[src/rtl/fftbr_pkg.sv]
`timescale 1ns / 1ps
package fftbr_pkg;

   localparam int LOG2_MAX_POINTS = 10;
   localparam int SAMPLE_BITS     = 16;
   localparam int MAX_POINTS      = 1 << LOG2_MAX_POINTS;
   localparam int ADDR_BITS       = LOG2_MAX_POINTS + 1;
   localparam int LOG2_BITS       = $clog2(LOG2_MAX_POINTS + 1);
   localparam int CSR_INDEX_BITS  = 1;
   localparam int CSR_DATA_BITS   = 4;

   // Register indexes of the configuration port.
   localparam logic [CSR_INDEX_BITS-1:0] CSR_LOG2_POINTS   = 1'd0;
   localparam logic [CSR_INDEX_BITS-1:0] CSR_INVERSE_SCALE = 1'd1;

   localparam logic [3:0] LOG2_POINTS_RESET = 4'd10;

   typedef logic [LOG2_MAX_POINTS-1:0] index_type;

   // Scaling control that travels with a read beat.
   typedef struct packed {
      logic                 enable;
      logic [LOG2_BITS-1:0] shift;
   } scale_ctrl_type;

   // Reverse the low num_bits bits of an index; upper bits come out zero.
   function automatic index_type reverse_index_bits(input index_type value,
                                                    input logic [LOG2_BITS-1:0] num_bits);
      index_type result;
      result = '0;
      for (int k = 0; k < LOG2_MAX_POINTS; k++) begin
         if (k < int'(num_bits)) begin
            result[k] = value[LOG2_BITS'(int'(num_bits) - 1 - k)];
         end
      end
      return result;
   endfunction

endpackage

[src/rtl/fftbr_scaler.sv]
`timescale 1ns / 1ps
module fftbr_scaler import fftbr_pkg::*; (
   input  logic [SAMPLE_BITS-1:0] raw_real,
   input  logic [SAMPLE_BITS-1:0] raw_imag,
   input  scale_ctrl_type         ctrl,
   output logic [SAMPLE_BITS-1:0] scaled_real,
   output logic [SAMPLE_BITS-1:0] scaled_imag
);

   // Divide by N as an arithmetic shift, which rounds toward minus infinity.
   always_comb begin
      if (ctrl.enable) begin
         scaled_real = $signed(raw_real) >>> ctrl.shift;
         scaled_imag = $signed(raw_imag) >>> ctrl.shift;
      end else begin
         scaled_real = raw_real;
         scaled_imag = raw_imag;
      end
   end

endmodule

[config.mk]
export PLATFORM = sky130hd
export DESIGN_NAME = fftbr_scaler
export DESIGN_NICKNAME = d
export VERILOG_FILES = /design/src/rtl/fftbr_pkg.sv /design/src/rtl/fftbr_scaler.sv
export SDC_FILE = /design/constraint.sdc
export NUM_CORES = 1
export LEC_CHECK = 0
export ABC_AREA = 1
export BUFFER_PORTS_ARGS = -buffer_cell sky130_fd_sc_hd__buf_2
export CAP_MARGIN = 10
export CORE_MARGIN = 2
export CORE_UTILIZATION = 55
export DETAILED_ROUTE_END_ITERATION = 6
export PLACE_DENSITY = 0.95
export REMOVE_ABC_BUFFERS = 1
export SLEW_MARGIN = 0
export SYNTH_ARGS = -nofsm -noshare
export SYNTH_HDL_FRONTEND = slang
export SYNTH_SLANG_ARGS = --single-unit
[constraint.sdc]
create_clock -name vclk -period 1.4
set_input_delay 0.07 -clock vclk [all_inputs]
set_output_delay 0.07 -clock vclk [all_outputs]
set_load 0.005 [all_outputs]
* Word level (Yosys, flattened, before mapping) *
Cells that the tools add are included.
W data, S select, Z words.

storage, ports and cells
  register bits after elaboration = 0
  input port bits = 37
  output and inout bits = 32
  logic and storage cells = 4

operators by class
  shift-type cells = 2
  multiplexer cells = 2

operator list
  cell              count
  $mux W16          2
  $sshr A16 B4 Y16  2

* Longest topological paths before layout *
  depth after elaboration = 2
  gate-level depth with buffers = 11
  mapped depth without buffers = 10

* Worst setup path after synthesis *
OpenSTA, ideal clock, no wires.

  kind = input -> output
  start = in ctrl[3] (netlist name)
  end = out scaled_real[5]
  data arrival time = 0.828 ns
  required time = 1.330 ns
  setup slack = 0.502 ns
  stages on the path = 7
  path buffers = 2
  cells stage by stage = buf_2 inv_1 clkbuf_1 nand3_1 nand2_1 nand2_1 nand2_1

on the way
  longest elaborated chain between the ends = 2

ends and longest elaborated chain
  what              line                text
  from (decl)       fftbr_scaler.sv:5   input scale_ctrl_type ctrl,
  $sshr A16 B4 Y16  fftbr_scaler.sv:13  scaled_real = $signed(raw_real) >>> ctrl.shift;
  $mux W16          fftbr_scaler.sv:12  if (ctrl.enable) begin
  to (decl)         fftbr_scaler.sv:6   output logic [SAMPLE_BITS-1:0] scaled_real,

No other way between the ends.

* Final worst setup path *
  start = in ctrl[0] (netlist name)
  end = out scaled_imag[1]

on the way
  longest elaborated chain between the ends = 2

ends and longest elaborated chain
  what              line                text
  $sshr A16 B4 Y16  fftbr_scaler.sv:14  scaled_imag = $signed(raw_imag) >>> ctrl.shift;
  $mux W16          fftbr_scaler.sv:12
  to (decl)         fftbr_scaler.sv:7   output logic [SAMPLE_BITS-1:0] scaled_imag

No other way between the ends.

==> impl_metrics.ini <==
[run_status]
status = finished, final reports clean

[global_route]
grt_pass1_vias = 2322
grt_antenna_before_repair = 0
grt_max_degree = 31
grt_pass1_wl_mm = 9.328
overflow = 0
grt_usage = 0.3321

[route]
first_pass_iters = 6
vias = 2804
vias_per_cell = 6.344
drt_iter0_markers = 349
ant_nets = 0
drc = 0
wl_per_cell_um = 12.71
wirelength_mm = 5.616

[placed_design]
place.detailed.hpwl_mm = 4.197
portBuffers = 69
gp_congestion = 0.9823
preCtsSetupSlack_ns = 0.1804

[sta]
tightestPinTransition_ns = 0.6027
fmax_mhz = 790.0
setup_viol_count_final = 0
setup_ws_ns = 0.1342
slew_headroom = 0.5982
slew_violations = 0
rsz0062_at_grt = false
finalSetupTns_ns = 0
final.period_utilization = 0.9042
hold_viol_final = 0
post-route-min-period_ns = 1.266
whs_ns = 0.3666

[worst_setup_path]
cp-end-kind = primary output
crit_chain = buf_2, inv_2, buf_4, nand2_1, nand2_1, nand2_1, nand3_1, nand3_1, nand2_1, nand2_1, nand2_1, buf_2
cp.required_ns = 1.33
crit_type = in2out
crit_path_start_kind = input port
slowest_delay_ns = 0.20
critPathTopFamily = simple AND/OR/NAND/NOR gates
worst-path-buf-inv = 4
crit_arrival_ns = 1.20
cp_max_fo = 15
path_common_cell = nand2_1
crit_slowest_cell = buf_4

[layout]
drive_above_1_share = 0.2019
clock_buffers = 0
syn2layout_area_growth_pct = 23.08
layout.nets = 450
seq_cells = 0
diodes = 0
final_util = 0.7053
multi_input_area_um2 = 1395
seqCellArea_um2 = 0
fillCellCount = 261

[yosys]
synth_warnings = 0
seq_area_frac_synth = 0
syn-cell-area_um2 = 1567
synthTopCellsByArea = nand3_1, nand2_1, a21oi_1, buf_2, nor2_1
synth_cells = 358
ys_types = 10
yosys.area.top_type_share = 0.4185
syn_avg_cell_area_um2 = 4.376
yosysTopAreaCell = nand3_1

[die]
fp.coreArea_um2 = 2734
io_pins = 69
start_util = 0.5730
die_width_um = 57.37
dieArea_um2 = 3291
die_h_um = 57.37
num_rows = 19

[power_and_ir_drop]
p_leak_nw = 1.145
p_total_uw = 738.0
peakVddDrop_uv = 288.1
power_density_nw_per_um2 = 382.8

[clock_tree]
ctsResizeCount = 0
postCtsHoldBufs = 0
cts_setup_buffers = 0

[min_path]
hp-class = in2out

[flow_run]
cap_viol_max_count = 0
## routing by layer
layer	vias up	global-route usage	wire length [µm]
li1	1301	-	-
met1	1204	0.4109	2049
met2	256	0.5844	2605
met3	43	0.02721	762
met4	0	0.1395	198
met5	-	0	0
## path summary, 6_finish.rpt
kind    startpoint  slack (ns)               to  cells past startpoint
max        ctrl[0]        0.13   scaled_imag[1]                     12
min   raw_real[15]        0.37  scaled_real[15]                      2
## synth_stat cells
master    number
nand2_1      157
nand3_1      131
a21oi_1       18
nor2_1        16
buf_2         14
clkbuf_1       8
inv_1          6
buf_4          5
buf_1          2
inv_2          1
## power by group
part,switching (mW),total (mW),internal (mW)
Clock,0,0,0
Combinational,0.447,0.738,0.291
Sequential,0,0,0
Total,0.447,0.738,0.291
## cell type report
| cell class | instances | share of cell area |
|---|---|---|
| timing repair buffer | 82 | 0.2427 |
| tap | 31 | 0.02012 |
| multi-input combinational | 322 | 0.7236 |
| inverter | 7 | 0.01363 |
## through the flow
step           cell area, µm²  instances
3_5_place_dp             1928        442
6_report                 1928        442
4_1_cts                  1928        442
5_1_grt                  1928        442
2_1_floorplan            1421        329
3_3_place_gp             1928        442
## logic make-up (layout without fill, tap and decap cells)
group	Yosys count	after routing	synth area share
simple gates	304	304	0.8331
buf+inv	36	89	0.1094
compound gates	18	18	0.05751
## cells in the final DEF, fill, tap and decap left out, drive strengths merged
| cell type | Yosys | routed |
|---|---|---|
| a21oi | 18 | 18 |
| nor2 | 16 | 16 |
| inv | 7 | 7 |
| buf | 21 | 82 |
| nand2 | 157 | 157 |
| nand3 | 131 | 131 |
Note: power is estimated with default switching activity, not from simulation.
